==> src/sv/bba_pkg.sv <==
// Shared types, constants and helpers of the bitmap block allocator.
`timescale 1ns / 1ps
package bba_pkg;

  localparam int unsigned DEF_BITMAP_BITS = 32768;
  localparam int unsigned MAX_IDX_W       = 20;   // bitmap of up to 2^20 blocks
  localparam int unsigned WORD_BITS       = 32;
  localparam int unsigned CFG_IDX_W       = 2;
  localparam int unsigned CFG_DATA_W      = 32;
  localparam int unsigned QUEUE_DEPTH     = 2;

  localparam logic [CFG_IDX_W-1:0] REG_BLOCK_COUNT = CFG_IDX_W'(0);
  localparam logic [CFG_IDX_W-1:0] REG_BASE_BLOCK  = CFG_IDX_W'(1);

  typedef struct packed {
    logic        action;        // 0 allocate, 1 free
    logic [31:0] block_number;
  } bba_in_t;

  typedef struct packed {
    logic [31:0] allocated_block;
    logic        ok;
  } bba_out_t;

  // Classified request handed from the front to the back.
  typedef struct packed {
    logic                 is_free;
    logic                 in_range;
    logic [MAX_IDX_W-1:0] idx;
  } bba_cmd_t;

  // Effective limit: the smaller of block_count and the bitmap size.
  function automatic logic [MAX_IDX_W:0] eff_limit(input logic [15:0] cnt,
                                                   input logic [31:0] bits);
    logic [31:0] c;
    c = 32'(cnt);
    if (c > bits) begin
      return bits[MAX_IDX_W:0];
    end
    return c[MAX_IDX_W:0];
  endfunction

endpackage

==> src/sv/bba_front.sv <==
// Request front end: accept, turn a free into a bitmap index, range check.
`timescale 1ns / 1ps
module bba_front
  import bba_pkg::*;
#(
  parameter int unsigned BITMAP_BITS = DEF_BITMAP_BITS
) (
  input  logic        start_i,
  input  logic        busy_i,
  input  bba_in_t     in_i,
  input  logic [15:0] block_count_i,
  input  logic [31:0] base_block_i,
  output logic        push_o,
  output bba_cmd_t    cmd_o
);

  localparam int unsigned IDX_W = $clog2(BITMAP_BITS);

  logic [MAX_IDX_W:0] lim;
  logic [31:0]        diff;

  always_comb begin
    lim  = eff_limit(block_count_i, 32'(BITMAP_BITS));
    diff = in_i.block_number - base_block_i;
    push_o         = start_i & ~busy_i;
    cmd_o.is_free  = in_i.action;
    cmd_o.in_range = diff < 32'(lim);
    cmd_o.idx      = MAX_IDX_W'(diff[IDX_W-1:0]);
  end

endmodule

==> config.mk <==
export PLATFORM = sky130hd
export DESIGN_NAME = bba_front
export DESIGN_NICKNAME = d
export VERILOG_FILES = /design/src/sv/bba_pkg.sv /design/src/sv/bba_front.sv
export SDC_FILE = /design/constraint.sdc
export NUM_CORES = 1
export LEC_CHECK = 0
export BUFFER_PORTS_ARGS = -buffer_cell sky130_fd_sc_hd__buf_4
export CORE_ASPECT_RATIO = 1.4
export CORE_MARGIN = 1
export CORE_UTILIZATION = 39
export DETAILED_ROUTE_END_ITERATION = 10
export PLACE_DENSITY = 0.69
export SLEW_MARGIN = 25
export SYNTH_ARGS = -nofsm -noshare
export SYNTH_HDL_FRONTEND = slang
export SYNTH_SLANG_ARGS = --single-unit
==> constraint.sdc <==
create_clock -name vclk -period 4.8
set_clock_uncertainty 0.15 [all_clocks]
set_input_delay 0.48 -clock vclk [all_inputs]
set_output_delay 0.48 -clock vclk [all_outputs]
set_load 0.02 [all_outputs]
# Word level (Yosys, flattened, before mapping)
# Index checks and enable logic that the tools add are counted.
[op_classes]
addsub = 1
n_mul = 0
n_div = 0
mux = 3
eq_ne = 0
reduce_logical = 0
n_lt_le_gt_ge = 2
bitwise_logic = 2
n_shift = 0
[ops]
columns = ["operator", "n"]
rows = [
  ["$mux 21", 2],
  ["$lt 32x21->1", 1],
  ["$sub 32x32->32", 1],
  ["$gt 16x16->1 const B", 1],
  ["$and 1x1->1", 1],
  ["$mux 1", 1],
  ["$not 1->1", 1],
]
[word_totals]
memories = 0
ram_bits = 0
register_bits = 0
inputBits = 83
romBits = 0
elab_cells = 8
out_inout_bits = 23
latch_bits = 0

# Depth between registers and ports, before layout
[depth]
word_depth = 4
mapped_depth = 21
ltp_nobuf = 21

# Least setup slack after synthesis
# Ideal clock, no wire load.
[synth_timing]
path_type = "input port to output port"
from = "input port in_i[0] (netlist bit)"
to = "output port cmd_o[20] (netlist bit)"
required_ns = 4.170
n_path_buf = 0
setup_slack_ns = -0.226
arrival_time_ns = 4.396
path_stages = 20
cell_sequence = "inv_1 -> ha_1 -> fa_1 -> nor2b_1 -> o2111ai_1 -> a21oi_1 -> nor2_1 -> o31ai_1 -> xor2_1 -> ha_1 -> nor2b_1 -> o21ai_0 -> o211ai_1 -> nor3_1 -> o21ai_0 -> nor3_1 -> nand4_1 -> nor4_1 -> o211ai_1 -> nor4_2"
[synth_lines]
columns = ["element", "line", "source"]
rows = [
  ["from (decl)", "bba_front.sv:10", "input bba_in_t in_i,"],
  ["to (decl)", "bba_front.sv:14", "output bba_cmd_t cmd_o"],
]

==> flow_summary.yaml <==
pwr:
  vdd_drop_max_mv: 0.0575
  p_leak_nw: 1.78
  p_per_area_nw_per_um2: 163
cells_and_area:
  antenna-diode-count: 0
  drive_gt1_frac: 0.379
  nClkBuffers: 0
  seq_cells: 0
  layout.cells.non_filler: 530
  area_delta_synth_final_pct: 52.7
  ff_latch_area_um2: 0
  fin_nets: 594
sta:
  hold_viol: 0
  fin_crit_ns: 4.73
  relSlewSlack: 0.661
  period_share: 0.986
  finalMaxSlewViolations: 0
  fmax_mhz: 211
  rsz0062_at_grt: "yes"
  tightestPinTransition_ns: 0.505
  setup_violations: 0
  fin_setup_tns_ns: 0
floorplan:
  die_y_um: 92.9
  die_w_um: 66.9
  row_count: 32
  io-pin-count: 106
  core_region_area_um2: 5610
  die-area_um2: 6210
  initial_utilization: 0.410
placed_design:
  dpl.cell_count: 517
  hpwl_um: 5880
  gp_congestion: 0.877
  port_buffers: 99
hold_path:
  worstHoldEndpoint: "cmd_o[21]"
  min_path_type: "in -> out"
  whs_path_depth: 0
  hold_start: "in_i[32]"
worst_setup_path:
  worstSetupStartpoint: "in_i[0]"
  cp-start-kind: "primary input"
  endpoint_kind: "primary output"
  arrival_ns: 4.10
  path_max_fanout: 3
  required_ns: 4.17
  path_class: "in -> out"
yosys:
  synth_cell_types: 53
  ys_top_cells_by_area: "ha_1, nand2_1, a21oi_1"
  synth_warnings: 0
  seq_area_frac_synth: 0
  synthTopCellsByCount: "ha_1, nand2_1, inv_1"
  synth.cell_area_um2: 2300
  syn_area_per_cell_um2: 6.82
  postSynthCellCount: 337
  netlist.area_leader.share: 0.250
  yosysTopAreaCell: "ha_1"
  yosysMostFrequentCell: "ha_1"
drt:
  drtIter0Drc: 117
  wl_per_cell_um: 13.5
  via_per_inst: 5.43
  drc: 0
  firstDrtPassIters: 4
  ant_nets: 0
  num_vias: 2876
  wl_um: 7130
run_status:
  status: "finished, final reports clean"
global_route:
  grt_pass1_vias: 2746
  grt_usage: 0.217
  grt_max_degree: 11
  antenna_found_initial: 0
  grt_pass1_wl_um: 11200
  grt_overflow: 0
run:
  cap_viol_max_count: 0
==> critical path: stages <==
cell       delay, ns
buf_6           0.08
inv_4           0.03
ha_4            0.15
fa_2            0.37
nor2b_4         0.15
o2111ai_2       0.16
a21oi_2         0.23
nor2_4          0.08
buf_6           0.14
o21ai_2         0.12
xor2_1          0.21
ha_1            0.27
nand4_1         0.16
o22ai_2         0.09
nor3_2          0.16
o21ai_1         0.09
nor3_2          0.16
nand4_1         0.12
nor4_2          0.31
o211ai_1        0.18
nor4_4          0.16
buf_4           0.18
==> metal layers <==
metal,wire length [um],track usage,up-vias,part of all wire
met5,0,0,-,0
met4,29,0,0,0.0041
met3,345,0.00369,4,0.048
met2,3840,0.450,89,0.54
met1,2920,0.248,1319,0.41
li1,-,-,1464,-
==> where the power goes <==
group,total [mW],internal (mW),leakage [nW],switching [mW]
Sequential,0,0,0,0
Combinational,0.574,0.277,1.78,0.296
Clock,0,0,0,0
==> worst max-delay path by stage <==
| stage | to | slack (ns) | cells past startpoint |
|---|---|---|---|
| after floorplan | cmd_o[20] | 0.03 | 20 |
| after global placement | cmd_o[20] | -0.17 | 22 |
| after global routing | cmd_o[20] | -0.22 | 22 |
| after CTS | cmd_o[20] | 0.001 | 22 |
| after detailed placement | cmd_o[20] | -0.32 | 22 |
| final | cmd_o[20] | 0.07 | 22 |
==> repair_timing <==
action,CTS,global route
setup endpoints to repair,1,1
setup buffers,8,5
hold buffers,0,0
pin swaps,7,30
gates resized for setup,5,34
==> cell type report <==
| cell class | count | area [um^2] |
|---|---|---|
| Inverter | 37 | 141 |
| Tap cell | 68 | 85.1 |
| Timing Repair Buffer | 134 | 1020 |
| Multi-Input combinational cell | 291 | 2270 |
| Fill cell | 538 | 2090 |
==> layout by cell type (no fill, tap or decap), drive strengths merged, types with 3 or more instances in the layout <==
cell type | Yosys | routed
a211oi | 6 | 6
a21boi | 3 | 3
a21o | 13 | 13
a21oi | 30 | 30
a31oi | 6 | 6
buf | 8 | 134
conb | 1 | 5
ha | 46 | 46
inv | 36 | 36
nand2 | 38 | 38
nand2b | 3 | 3
nand3 | 6 | 6
nand4 | 10 | 10
nor2 | 25 | 25
nor2b | 7 | 7
nor3 | 9 | 9
nor4 | 6 | 6
o211ai | 4 | 4
o21a | 6 | 6
o21ai | 18 | 18
o31ai | 6 | 6
xnor2 | 13 | 13
xor2 | 7 | 7
==> metrics by stage <==
| stage | area (um^2) | setup WS [ns] | hold slack [ns] | util | power, mW |
|---|---|---|---|---|---|
| after floorplan | 2340 | 0.0250 | 0.888 | - | 0.327 |
| after global placement | 3250 | -0.167 | 0.810 | 0.580 | 0.511 |
| after detailed placement | 3250 | -0.325 | 0.810 | 0.580 | 0.519 |
| after CTS | 3320 | 0.00107 | 0.810 | 0.593 | 0.531 |
| after global routing | 3510 | -0.216 | 0.810 | 0.627 | 0.630 |
| final | 3510 | 0.0659 | 0.810 | 0.627 | 0.574 |
==> cell families (layout without fill, tap and decap cells) <==
kind of cell / after synthesis / in the layout / share of synthesized area
AO/OA/AOI/OAI: 106 / 106 / 0.326
XOR/XNOR: 20 / 20 / 0.0762
adder cells (fa/ha/maj): 47 / 47 / 0.259
buffers and inverters: 50 / 171 / 0.0952
multiplexers: 3 / 3 / 0.0136
other: 1 / 5 / 0.00163
AND/OR/NAND/NOR: 110 / 110 / 0.228
Power figures use the tool's default switching activity.
