==> src/sv/bba_pkg.sv <==
// Shared types, constants and helpers of the bitmap block allocator.
`timescale 1ns / 1ps
package bba_pkg;

  localparam int unsigned DEF_BITMAP_BITS = 32768;
  localparam int unsigned MAX_IDX_W       = 20;   // bitmap of up to 2^20 blocks
  localparam int unsigned WORD_BITS       = 32;
  localparam int unsigned CFG_IDX_W       = 2;
  localparam int unsigned CFG_DATA_W      = 32;
  localparam int unsigned QUEUE_DEPTH     = 2;

  localparam logic [CFG_IDX_W-1:0] REG_BLOCK_COUNT = CFG_IDX_W'(0);
  localparam logic [CFG_IDX_W-1:0] REG_BASE_BLOCK  = CFG_IDX_W'(1);

  typedef struct packed {
    logic        action;        // 0 allocate, 1 free
    logic [31:0] block_number;
  } bba_in_t;

  typedef struct packed {
    logic [31:0] allocated_block;
    logic        ok;
  } bba_out_t;

  // Classified request handed from the front to the back.
  typedef struct packed {
    logic                 is_free;
    logic                 in_range;
    logic [MAX_IDX_W-1:0] idx;
  } bba_cmd_t;

  // Effective limit: the smaller of block_count and the bitmap size.
  function automatic logic [MAX_IDX_W:0] eff_limit(input logic [15:0] cnt,
                                                   input logic [31:0] bits);
    logic [31:0] c;
    c = 32'(cnt);
    if (c > bits) begin
      return bits[MAX_IDX_W:0];
    end
    return c[MAX_IDX_W:0];
  endfunction

endpackage

==> src/sv/bba_queue.sv <==
// Short FIFO of classified requests between front and back.
`timescale 1ns / 1ps
module bba_queue
  import bba_pkg::*;
(
  input  logic     clk_i,
  input  logic     rst_ni,
  input  logic     push_i,
  input  bba_cmd_t cmd_i,
  input  logic     pop_i,
  output bba_cmd_t cmd_o,
  output logic     valid_o,
  output logic     full_o
);

  localparam int unsigned PTR_W = (QUEUE_DEPTH > 1) ? $clog2(QUEUE_DEPTH) : 1;
  localparam int unsigned CNT_W = $clog2(QUEUE_DEPTH + 1);

  bba_cmd_t         buf_q [QUEUE_DEPTH];
  logic [PTR_W-1:0] wr_ptr_q, rd_ptr_q;
  logic [CNT_W-1:0] cnt_q;
  logic             do_push, do_pop;

  assign valid_o = cnt_q != '0;
  assign full_o  = cnt_q == CNT_W'(QUEUE_DEPTH);
  assign cmd_o   = buf_q[rd_ptr_q];
  assign do_push = push_i & ~full_o;
  assign do_pop  = pop_i & valid_o;

  always_ff @(posedge clk_i) begin
    if (do_push) begin
      buf_q[wr_ptr_q] <= cmd_i;
    end
  end

  always_ff @(posedge clk_i or negedge rst_ni) begin
    if (!rst_ni) begin
      wr_ptr_q <= '0;
      rd_ptr_q <= '0;
      cnt_q    <= '0;
    end else begin
      if (do_push) begin
        wr_ptr_q <= (wr_ptr_q == PTR_W'(QUEUE_DEPTH - 1)) ? '0 : wr_ptr_q + 1'b1;
      end
      if (do_pop) begin
        rd_ptr_q <= (rd_ptr_q == PTR_W'(QUEUE_DEPTH - 1)) ? '0 : rd_ptr_q + 1'b1;
      end
      if (do_push && !do_pop) begin
        cnt_q <= cnt_q + 1'b1;
      end else if (do_pop && !do_push) begin
        cnt_q <= cnt_q - 1'b1;
      end
    end
  end

endmodule

==> config.mk <==
export PLATFORM = sky130hd
export DESIGN_NAME = bba_queue
export DESIGN_NICKNAME = d
export VERILOG_FILES = /design/src/sv/bba_pkg.sv /design/src/sv/bba_queue.sv
export SDC_FILE = /design/constraint.sdc
export NUM_CORES = 1
export LEC_CHECK = 0
export ABC_AREA = 1
export BUFFER_PORTS_ARGS = -buffer_cell sky130_fd_sc_hd__buf_2
export CAP_MARGIN = 15
export CELL_PAD_IN_SITES_DETAIL_PLACEMENT = 2
export CELL_PAD_IN_SITES_GLOBAL_PLACEMENT = 2
export CORE_ASPECT_RATIO = 1.2
export CORE_UTILIZATION = 35
export CTS_BUF_LIST = sky130_fd_sc_hd__clkbuf_16
export DETAILED_ROUTE_END_ITERATION = 7
export PLACE_DENSITY = 0.79
export RECOVER_POWER = 25
export SYNTH_ARGS = -nofsm -noshare
export SYNTH_HDL_FRONTEND = slang
export SYNTH_SLANG_ARGS = --single-unit
export TNS_END_PERCENT = 100
==> constraint.sdc <==
create_clock -name clk_i -period 3.9 [get_ports clk_i]
set_input_delay 0.195 -clock clk_i [delete_from_list [all_inputs] [get_ports clk_i]]
set_output_delay 0.195 -clock clk_i [all_outputs]
set_load 0.005 [all_outputs]
# --- Word level (Yosys, flattened, before mapping) ---
# Memory sizes are Yosys's and may differ from the RTL's.
# Index checks and enable logic that the tools add are counted.
word_totals:
  regBits: 4
  latchBits: 0
  ramBits: 44
  mem_bits_ro: 0
  input_bits: 26
  out_inout_bits: 24
  elab_cells: 24
  mem_count: 1
memory_table:
  columns: ["memory", "depth", "width", "rd", "rd_ports_with_merged_regs", "write_ports", "line", "source"]
  rows:
  - ["buf_q", 2, 22, 1, 0, 1, "bba_queue.sv:19", "bba_cmd_t buf_q [QUEUE_DEPTH];"]
op_classes:
  add_sub_neg: 4
  mul: 0
  div_mod_pow: 0
  magnitude_cmp: 0
  n_eq_ne: 1
  shifts: 0
  mux: 6
  bitwise_logic: 3
  reduce_logical: 6
op_table:
  columns: ["op", "n"]
  rows:
  - ["$mux 1", 4]
  - ["$mux 2", 2]
  - ["$reduce_bool 2->1", 2]
  - ["$add 1x1->1 const B", 2]
  - ["$add 2x1->2 const B", 1]
  - ["$and 1x1->1", 2]
  - ["$eq 2x2->1 const B", 1]
  - ["$logic_and 1x1->1", 2]
  - ["$logic_not 1->1", 2]
  - ["$sub 2x1->2 const B", 1]
  - ["$not 1->1", 1]

# --- Longest topological paths before layout ---
# Gate-level depths: netlist of run 1.
depth:
  depth_word: 7
  mapped_depth: 9
  mapped_depth_nobuf: 9

# --- Least setup slack after synthesis of run 1 ---
# OpenSTA, ideal clock, no wires.
synth_timing:
  path_kind: "reg2reg"
  startpoint: "reg cnt_q[1]"
  endpoint: "mem buf_q[1][0] in the netlist's numbering, enable pin"
  setup_ns: 0.401
  arrival_time_ns: 1.536
  required_time_ns: 3.499
  setup_slack_ns: 1.963
  path_stages_with_launch: 4
  n_path_buf: 0
  period_less_slack_ns: 1.937
  cell_sequence: "dfrtp_1 -> inv_1 -> o21ai_0 -> nor2_1"
synth_between:
  elab_chain_len: 5
synth_lines:
  columns: ["item", "line", "source"]
  rows:
  - ["start: declaration", "bba_queue.sv:21", "logic [CNT_W-1:0] cnt_q;"]
  - ["start signal: assignment", "bba_queue.sv:49", "cnt_q <= cnt_q + 1'b1;"]
  - ["start signal: assignment", "bba_queue.sv:51", "cnt_q <= cnt_q - 1'b1;"]
  - ["$eq 2x2->1", "bba_queue.sv:25", "assign full_o = cnt_q == CNT_W'(QUEUE_DEPTH);"]
  - ["$not 1->1", "bba_queue.sv:27", "assign do_push = push_i & ~full_o;"]
  - ["$and 1x1->1", "bba_queue.sv:27", null]
  - ["$mux 1", "bba_queue.sv:31", "if (do_push) begin"]
  - ["$mux 1 (implied by the code)", "bba_queue.sv:32", "buf_q[wr_ptr_q] <= cmd_i;"]
  - ["end: declaration", "bba_queue.sv:19", null]
# Every way passes these cells.

==> run_results.csv, run 1 <==
group,metric,value,unit
clocking,path_clk_slew,0.06,ns
clocking,post_cts_buffers,0,
yosys,syn_area,1840,um^2
floorplan,die-area,5540,um^2
critical_path,crit_path_start_kind,"flop",
routing,drt-initial-drc-count,19,
power,power_frac_clock,27.1,%
yosys,yosysTopAreaCell,"edfxtp_1",
global_route,grt-ovfl-total,0,
clocking,cts_tree,"yes",
clocking,cts-resized-gates,0,
yosys,synthCells,146,
routing,post_drt_wl_per_cell,16.6,um
sta,period_share,54.5,%
critical_path,cp_data_arrival_time,1.93,ns
final_layout,final_common_cell,"nand2_1",
power,swShare,32.4,%
place,globalplace.congestion,0.621,
power,peakVddDrop,0.000415,V
sta,drv_slew,0,
flow_run,cap_violations,0,
critical_path,worstSetupPathType,"reg -> out",
power,power.share.combinational,28.4,%
place,io_buffers,49,
yosys,ys_seq_area_share,77.4,%
final_layout,area_growth,25.9,%
sta,final-setup-viol-count,0,
place,hpwl,3150,um
floorplan,io_pins,50,
routing,vias_per_cell,4.70,
yosys,avgSynthCellArea,12.6,um^2
clocking,cts_buffer_depth,2,
sta,skew,0.00275,ns
floorplan,start_util,36.9,%
clocking,h-tree-depth,2,
final_layout,fillers,503,
worst_hold_path,min_delay_path_depth,1,
critical_path,cp.required,3.70,ns
final_layout,antenna_cells,0,
final_layout,drive_gt1_share,29.9,%
power,p_seq_share,44.6,%
floorplan,die_h,81.4,um
critical_path,end_kind,"output port",
routing,drcViolationCount,0,
yosys,ys_warn_count,0,
global_route,grt_pass1_wl,6770,um
global_route,antenna_found_initial,0,
power,power.total,1770,uW
sta,grt_setup_unrepaired,"no",
power,internal_power,1200,uW
global_route,grt_usage,17.8,%
final_layout,final_cell_mix,"nand2_1, buf_2, edfxtp_1",
sta,tightest_slew,0.901,ns
floorplan,fp.coreArea,4970,um^2
global_route,first_global_vias,1383,
run_status,outcome,"finished, final reports clean",
final_layout,fin_cells,261,
power,p_leak,0.00103,uW
clocking,cts_buffers,5,
critical_path,crit_fanout,24,
clocking,cts_sinks,48,
place,dp.cells,251,
global_route,grt_max_degree,25,
sta,max_slew_margin,39.9,%
floorplan,rows,28,
clocking,hold_buffers,1,
clocking,clock_latency,0.29,ns
routing,firstDrtPassIters,4,
critical_path,reg2reg_depth,5,
yosys,synth.area.top_cells,"edfxtp_1, nand2_1, dfrtp_1",
sta,timing_hold_violations_final,0,
yosys,postSynthNetCount,173,
final_layout,finalNetCount,227,
sta,holdWs,0.0938,ns
yosys,synth_cell_type_count,15,
yosys,ys_ff_latch,48,
routing,ant_nets,0,
sta,fin_tns_setup,0,ns
floorplan,dieWidth,68.1,um
final_layout,final_util,46.5,%
yosys,synth.top_cell.area_share,71.9,%
worst_hold_path,min_path_type,"in -> reg",
power,p_per_area,765,nW/um^2
routing,routed_wl,4340,um
clocking,root_buffer,"clkbuf_16",
sta,clock.fmax,471,MHz
routing,vias,1227,
sta,fin_crit,2.12,ns
power,switchingPower,573,uW
==> metrics by stage <==
stage / setup WS [ns] / cell area [um^2]
global route: 1.54 / 2310
floorplan: 1.96 / 1840
CTS: 1.70 / 2300
global placement: 2.03 / 2120
detailed placement: 1.87 / 2120
finish: 1.78 / 2310
==> synth_stat cells <==
library cell and n:
nand2_1 76, edfxtp_1 44, inv_1 7, dfrtp_1 4, buf_4 2, buf_6 2, nand3_1 2, nor2_1 2
ha_1 1, inv_2 1, nand2_2 1, nand4_1 1, nor2_2 1, o21ai_0 1, xnor2_1 1
==> area by class of cell <==
class / count / area, um^2 / area share, %
clock inverter: 3 / 42.5 / 1.84
sequential: 48 / 1420 / 61.5
inverter: 8 / 30.0 / 1.30
clock buffer: 5 / 125 / 5.41
timing repair buffer: 51 / 268 / 11.6
multi-input combinational: 86 / 350 / 15.2
tap: 60 / 75.1 / 3.25
==> power groups by stage <==
stage | Combinational (uW) | Clock, uW | Sequential (uW)
6_report | 502 | 479 | 788
2_1_floorplan | 323 | 0 | 752
3_3_place_gp | 458 | 0 | 787
3_5_place_dp | 505 | 0 | 803
5_1_grt | 575 | 507 | 805
4_1_cts | 508 | 488 | 795
==> worst max-delay path: stages (launching register included) <==
cell,delay (ns)
dfrtp_1,0.88
inv_2,0.39
nand2_1,0.17
nand2_1,0.07
buf_2,0.13
==> layer usage <==
layer | global-route usage [%] | routed length [um] | vias to the layer above
met5 | 0 | 0 | -
met4 | 6.88 | 61 | 0
met3 | 4.49 | 159 | 6
met2 | 32.3 | 2470 | 24
met1 | 19.4 | 1650 | 608
li1 | - | - | 589
==> sequential cells by signal (all words and copies together) (netlist names) <==
signal    flops
buf_q        44
cnt_q         2
rd_ptr_q      1
wr_ptr_q      1
==> cells by family (layout without fill, tap and decap cells) <==
kind of cell	count (synthesis)	after routing	synth area share (%)
AOI/OAI and AO/OA	1	1	0.272
buffers and inverters	12	67	3.68
xor gates and xnor gates	1	1	0.477
and+or+nand+nor	83	83	17.5
adders and majority gates	1	1	0.681
DFF	48	48	77.4
==> final timing paths <==
kind	from	end	slack (ns)
worst max register to register	cnt_q[1]	buf_q[0][7]	2.03
worst max-delay path	rd_ptr_q	cmd_o[8]	1.78
worst min register to register	cnt_q[1]	cnt_q[1]	0.49
min in group asynchronous	rst_ni	rd_ptr_q	0.25
worst min-delay path	cmd_i[1]	buf_q[0][1]	0.09
max in group asynchronous	rst_ni	wr_ptr_q	3.51
Power figures use the tool's default switching activity.
==> run 2: changes to the inputs <==
- ABC_AREA: 1 -> 0
- CORE_UTILIZATION: 35 -> 36
- PLACE_DENSITY: 0.79 -> 0.75
- clock period: 3.9 -> 2.2 ns (I/O delays scaled with it)
==> run 2 against run 1 <==
Against the previous run:
- global-route usage fell by 1.6 points
- via count fell by 21%
- sequential share of layout area up 0.91 points
- critical path depth is 1 lower
- critical endpoint is now cmd_o[14]
- largest cell class unchanged
==> run_results.csv, run 2 <==
group,metric,value,unit
run_status,outcome,"finished, final reports clean",
power,peakVddDrop,0.000533,V
place,io_buffers,49,
place,placed_area,2120,um^2
power,p_per_area,1330,nW/um^2
sta,fin_crit,1.81,ns
critical_path,cp_data_arrival_time,1.70,ns
routing,vias_per_cell,4.71,
yosys,ys_async_sr_fraction,8.33,%
power,p_leak,0.000869,uW
worst_hold_path,min_path_type,"in -> reg",
yosys,avgSynthCellArea,20.6,um^2
yosys,yosysTopAreaCell,"edfxtp_1",
power,power.share.combinational,27.4,%
floorplan,rows,27,
routing,post_drt_wl_per_cell,18.2,um
yosys,synth.top_cell.area_share,73.7,%
final_layout,reg_top3,"buf_q (44), cnt_q (2)",
clocking,clock_latency,0.28,ns
floorplan,io_pins,50,
critical_path,crit_fanout,14,
sta,tightest_slew,0.436,ns
yosys,synth_cell_type_count,14,
critical_path,critical_path_buf_inv_count,2,
sta,timing_hold_violations_final,0,
clocking,root_buffer,"clkbuf_16",
critical_path,ff2ff_setup_slack,0.58,ns
clocking,cts-resized-gates,0,
clocking,cts_buffers,5,
critical_path,critPathTopFamily,"flip-flops",
clocking,cts_buffer_depth,2,
yosys,synth.most_common_cell,"edfxtp_1",
final_layout,area_growth,27.2,%
yosys,synth_edf_count,44,
sta,skew,0.00479,ns
sta,max_slew_margin,71.0,%
routing,drt-initial-drc-count,19,
clocking,cts_tree,"yes",
floorplan,dieWidth,66.4,um
final_layout,final_common_cell,"edfxtp_1",
worst_hold_path,worstHoldStart,"cmd_i[15]",
critical_path,slowest_stage,"dfrtp_1",
routing,firstDrtPassIters,3,
global_route,grt_pass1_wl,5780,um
final_layout,largest_reg_flops,44,
floorplan,die_h,79.3,um
floorplan,fp.coreArea,4700,um^2
yosys,ys_seq_area_share,79.3,%
power,switchingPower,815,uW
routing,ant_nets,0,
final_layout,antenna_cells,0,
power,p_seq_share,45.0,%
power,swShare,26.8,%
clocking,h-tree-depth,2,
yosys,postSynthNetCount,114,
routing,drcViolationCount,0,
final_layout,fin_area,2280,um^2
yosys,synthCells,87,
sta,final-setup-viol-count,0,
critical_path,r2r-start,"cnt_q[0]",
yosys,synth-main-ff-cell,"edfxtp_1",
sta,grt_setup_unrepaired,"no",
critical_path,crit_path_start_kind,"flop",
critical_path,crit_path_start,"rd_ptr_q",
global_route,grt_max_degree,15,
final_layout,largest_register,"buf_q",
clocking,path_clk_slew,0.06,ns
global_route,antenna_found_initial,0,
sta,clock.fmax,552,MHz
critical_path,crit_path_cell_trace,"buf_4 -> mux2_2 -> buf_2",
routing,routed_wl,3730,um
routing,vias,965,
global_route,grt_usage,16.3,%
clocking,cts_sinks,48,
critical_path,end_kind,"output port",
final_layout,drive_gt1_share,49.0,%
yosys,ys_warn_count,0,
power,internal_power,2220,uW
floorplan,start_util,38.2,%
yosys,yosys-top-cells-count,"edfxtp_1, mux2_2, dfrtp_1",
place,globalplace.congestion,0.631,
final_layout,final_cell_mix,"edfxtp_1, buf_2, mux2_2",
sta,fin_tns_setup,0,ns
sta,period_share,82.4,%
floorplan,die-area,5260,um^2
yosys,syn_area,1790,um^2
global_route,grt-ovfl-total,0,
power,power_frac_clock,27.6,%
flow_run,cap_violations,0,
yosys,ys_ff_latch,48,
critical_path,cpPeakStageDelay,0.61,ns
critical_path,cp.required,2.09,ns
global_route,first_global_vias,1083,
critical_path,worstSetupPathType,"reg -> out",
final_layout,finalNetCount,173,
place,hpwl,2670,um
yosys,synth.area.top_cells,"edfxtp_1, mux2_2, dfrtp_1",
sta,drv_slew,0,
[run 2: path summary, 6_finish.rpt]
| check | end | cells after the start |
|---|---|---|
| worst max-delay path | cmd_o[14] | 3 |
| worst min-delay path | buf_q[0][15] | 1 |
| worst max register to register | buf_q[1][5] | 3 |
| worst min register to register | cnt_q[1] | 1 |
| max in group asynchronous | wr_ptr_q | 2 |
| min in group asynchronous | rd_ptr_q | 2 |
[run 2: what timing repair did]
| action | in CTS | in global routing |
|---|---|---|
| endpoints found under the hold margin | 4 | 0 |
| endpoints found under the setup margin | 0 | 0 |
| setup buffers | 0 | 0 |
| hold buffers | 1 | 0 |
[run 2: area by class of cell]
cell class | count | area (um^2)
Clock buffer | 5 | 125
Fill cell | 443 | 2420
Clock inverter | 3 | 38.8
Sequential cell | 48 | 1420
Inverter | 2 | 7.51
Tap cell | 58 | 72.6
Multi-Input combinational cell | 35 | 343
Timing Repair Buffer | 54 | 270
[run 2: power by group through the flow]
stage          sequential (uW)  clock [uW]  combinational, uW
6_report                  1370         838                833
5_1_grt                   1390         895                925
4_1_cts                   1370         869                869
3_5_place_dp              1390           0                862
3_3_place_gp              1360           0                816
2_1_floorplan             1340           0                540
[run 2: metrics by stage]
step | power [uW] | worst slack [ns] | utilization (%) | hold WS, ns | cells
after floorplan | 1880 | 0.235 | - | -0.186 | 87
after global placement | 2180 | 0.644 | 45.1 | -0.0815 | 196
after detailed placement | 2250 | 0.546 | 45.1 | -0.0752 | 196
after CTS | 3110 | 0.348 | 48.8 | 0.00566 | 205
after global routing | 3210 | 0.306 | 48.5 | 0.00567 | 205
final | 3040 | 0.387 | 48.5 | 0.0170 | 205
[run 2: kinds of logic after synthesis]
kind of cell / after synthesis / synth area share (%)
xor+xnor: 5 / 2.44
fa+ha+maj: 1 / 0.698
buf+inv: 4 / 1.68
flops: 48 / 79.3
mux: 22 / 13.8
simple gates: 7 / 2.03
[run 2: routing by layer]
metal / GRT usage, % / vias to the layer above / part of all wire (%)
li1: - / 445 / -
met1: 15.8 / 480 / 36
met2: 30.5 / 35 / 57
met3: 5.17 / 5 / 5.1
met4: 7.02 / 0 / 1.6
met5: 0 / - / 0
==> run 3: changes to the inputs <==
- clock period: 2.2 -> 1.9 ns (I/O delays scaled with it)
==> run 3 against run 2 <==
Against the previous run:
- total power grew 19%
- final cell count grew 9.8%
- setup slack lost 0.090 ns
- largest cell class unchanged
- critical endpoint is now cnt_q[1]
- clock power grew 18%
- routed wire length grew 7.6%
- core utilization grew 4.3 points
==> run_results.csv, run 3 (same netlist as run 2, synthesis figures left out) <==
group,metric,value,unit
clocking,h-tree-depth,2,
global_route,grt_pass1_wl,6080,um
floorplan,fp.coreArea,4700,um^2
power,swShare,27.5,%
routing,post_drt_wl_per_cell,17.9,um
clocking,hold_buffers,18,
global_route,grt_usage,17.1,%
routing,vias,1025,
sta,drv_slew,0,
floorplan,die-area,5260,um^2
critical_path,cp_data_arrival_time,1.81,ns
final_layout,fillers,440,
routing,wl_met1,1580,um
sta,final-setup-viol-count,0,
global_route,antenna_found_initial,0,
routing,drcViolationCount,0,
global_route,first_global_vias,1135,
routing,routed_wl,4020,um
sta,skew,0.00694,ns
clocking,root_buffer,"clkbuf_16",
power,power.share.combinational,29.7,%
place,hpwl,2660,um
power,power_frac_clock,27.4,%
sta,max_slew_margin,81.9,%
clocking,cts_sinks,48,
final_layout,area_growth,38.5,%
critical_path,cp.required,2.11,ns
sta,grt_setup_unrepaired,"no",
power,internal_power,2630,uW
sta,fin_tns_setup,0,ns
floorplan,io_pins,50,
sta,tightest_slew,0.272,ns
final_layout,finalNetCount,193,
clocking,post_cts_buffers,0,
final_layout,drive_gt1_share,46.7,%
final_layout,antenna_cells,0,
clocking,cts_tree,"yes",
final_layout,final_common_cell,"edfxtp_1",
global_route,grt-ovfl-total,0,
run_status,outcome,"finished, final reports clean",
final_layout,largest_reg_flops,44,
routing,vias_per_cell,4.56,
power,p_leak,0.000958,uW
final_layout,fin_area,2480,um^2
place,io_buffers,49,
clocking,path_clk_slew,0.06,ns
clocking,cts-resized-gates,0,
sta,clock.fmax,624,MHz
floorplan,dieWidth,66.4,um
sta,holdWs,0.0383,ns
final_layout,largest_register,"buf_q",
worst_hold_path,min_path_type,"in -> reg",
clocking,cts_buffer_depth,2,
place,placed_area,2130,um^2
global_route,grt_max_degree,16,
power,peakVddDrop,0.000961,V
routing,drt-initial-drc-count,24,
final_layout,final_cell_mix,"edfxtp_1, buf_2, mux2_2",
final_layout,final_util,52.8,%
routing,ant_nets,0,
critical_path,crit_path_start_kind,"flop",
place,globalplace.congestion,0.649,
sta,fin_crit,1.60,ns
power,p_seq_share,42.9,%
routing,wl_met2,2160,um
floorplan,start_util,38.2,%
sta,timing_hold_violations_final,0,
critical_path,end_kind,"flop",
power,p_per_area,1460,nW/um^2
flow_run,cap_violations,0,
critical_path,crit_fanout,4,
routing,firstDrtPassIters,2,
clocking,cts_buffers,5,
final_layout,reg_top3,"buf_q (44), cnt_q (2)",
floorplan,rows,27,
routing,dr_wl_met3,203,um
final_layout,fin_cells,225,
floorplan,die_h,79.3,um
sta,period_share,84.4,%
routing,topRoutingLayerUsed,"met4",
critical_path,worstSetupPathType,"reg -> reg",
place,dp.cells,198,
power,switchingPower,997,uW
clocking,clock_latency,0.29,ns
==> run 3: cell count changes in the layout (fill, tap and decap cells not counted), sizes merged <==
cell	before	now
buf	41	45
clkbuf	17	15
clkinvlp	0	1
dlygate4sd3	1	19
inv	3	2
==> run 3: worst paths after layout <==
kind	startpoint	to	slack [ns]	cells past startpoint
max	cnt_q[0]	cnt_q[1]	0.30	7
min	cmd_i[5]	buf_q[0][5]	0.04	1
max reg2reg	cnt_q[0]	cnt_q[1]	0.30	7
min reg2reg	wr_ptr_q	wr_ptr_q	0.54	1
max in group asynchronous	rst_ni	cnt_q[0]	1.51	2
min in group asynchronous	rst_ni	wr_ptr_q	0.18	2
==> run 3: area by class of cell <==
class	count	area [um^2]	share of cell area [%]
well taps	58	72.6	2.92
multi-input cells	35	343	13.8
flip-flops and latches	48	1420	57.3
clock buffers	5	125	5.04
repair buffers	74	469	18.9
clock inverters	3	42.5	1.71
inverters	2	7.51	0.303
==> run 3: layer usage <==
layer | GRT usage, % | up-vias
li1 | - | 485
met1 | 17.9 | 497
met2 | 30.5 | 36
met3 | 5.46 | 7
met4 | 7.66 | 0
met5 | 0 | -
==> run 3: critical path, stage by stage (launching register included) <==
cell,delay (ns)
dfrtp_1,0.43
nand2b_1,0.21
nand2_1,0.16
inv_1,0.07
ha_1,0.19
xor2_1,0.15
nor2_1,0.14
xor2_1,0.18
==> run 3: power by group through the flow <==
stage | Clock (uW) | Combinational (uW) | Sequential [uW]
floorplan | 0 | 628 | 1550
global placement | 0 | 1010 | 1540
detailed placement | 0 | 1060 | 1570
CTS | 1020 | 1110 | 1560
global route | 1050 | 1180 | 1580
finish | 992 | 1080 | 1550
==> run 3: through the flow <==
step	power, uW	worst slack (ns)
after global placement	2540	0.492
after CTS	3690	0.264
final	3620	0.297
after floorplan	2180	0.289
after detailed placement	2630	0.319
after global routing	3810	0.187
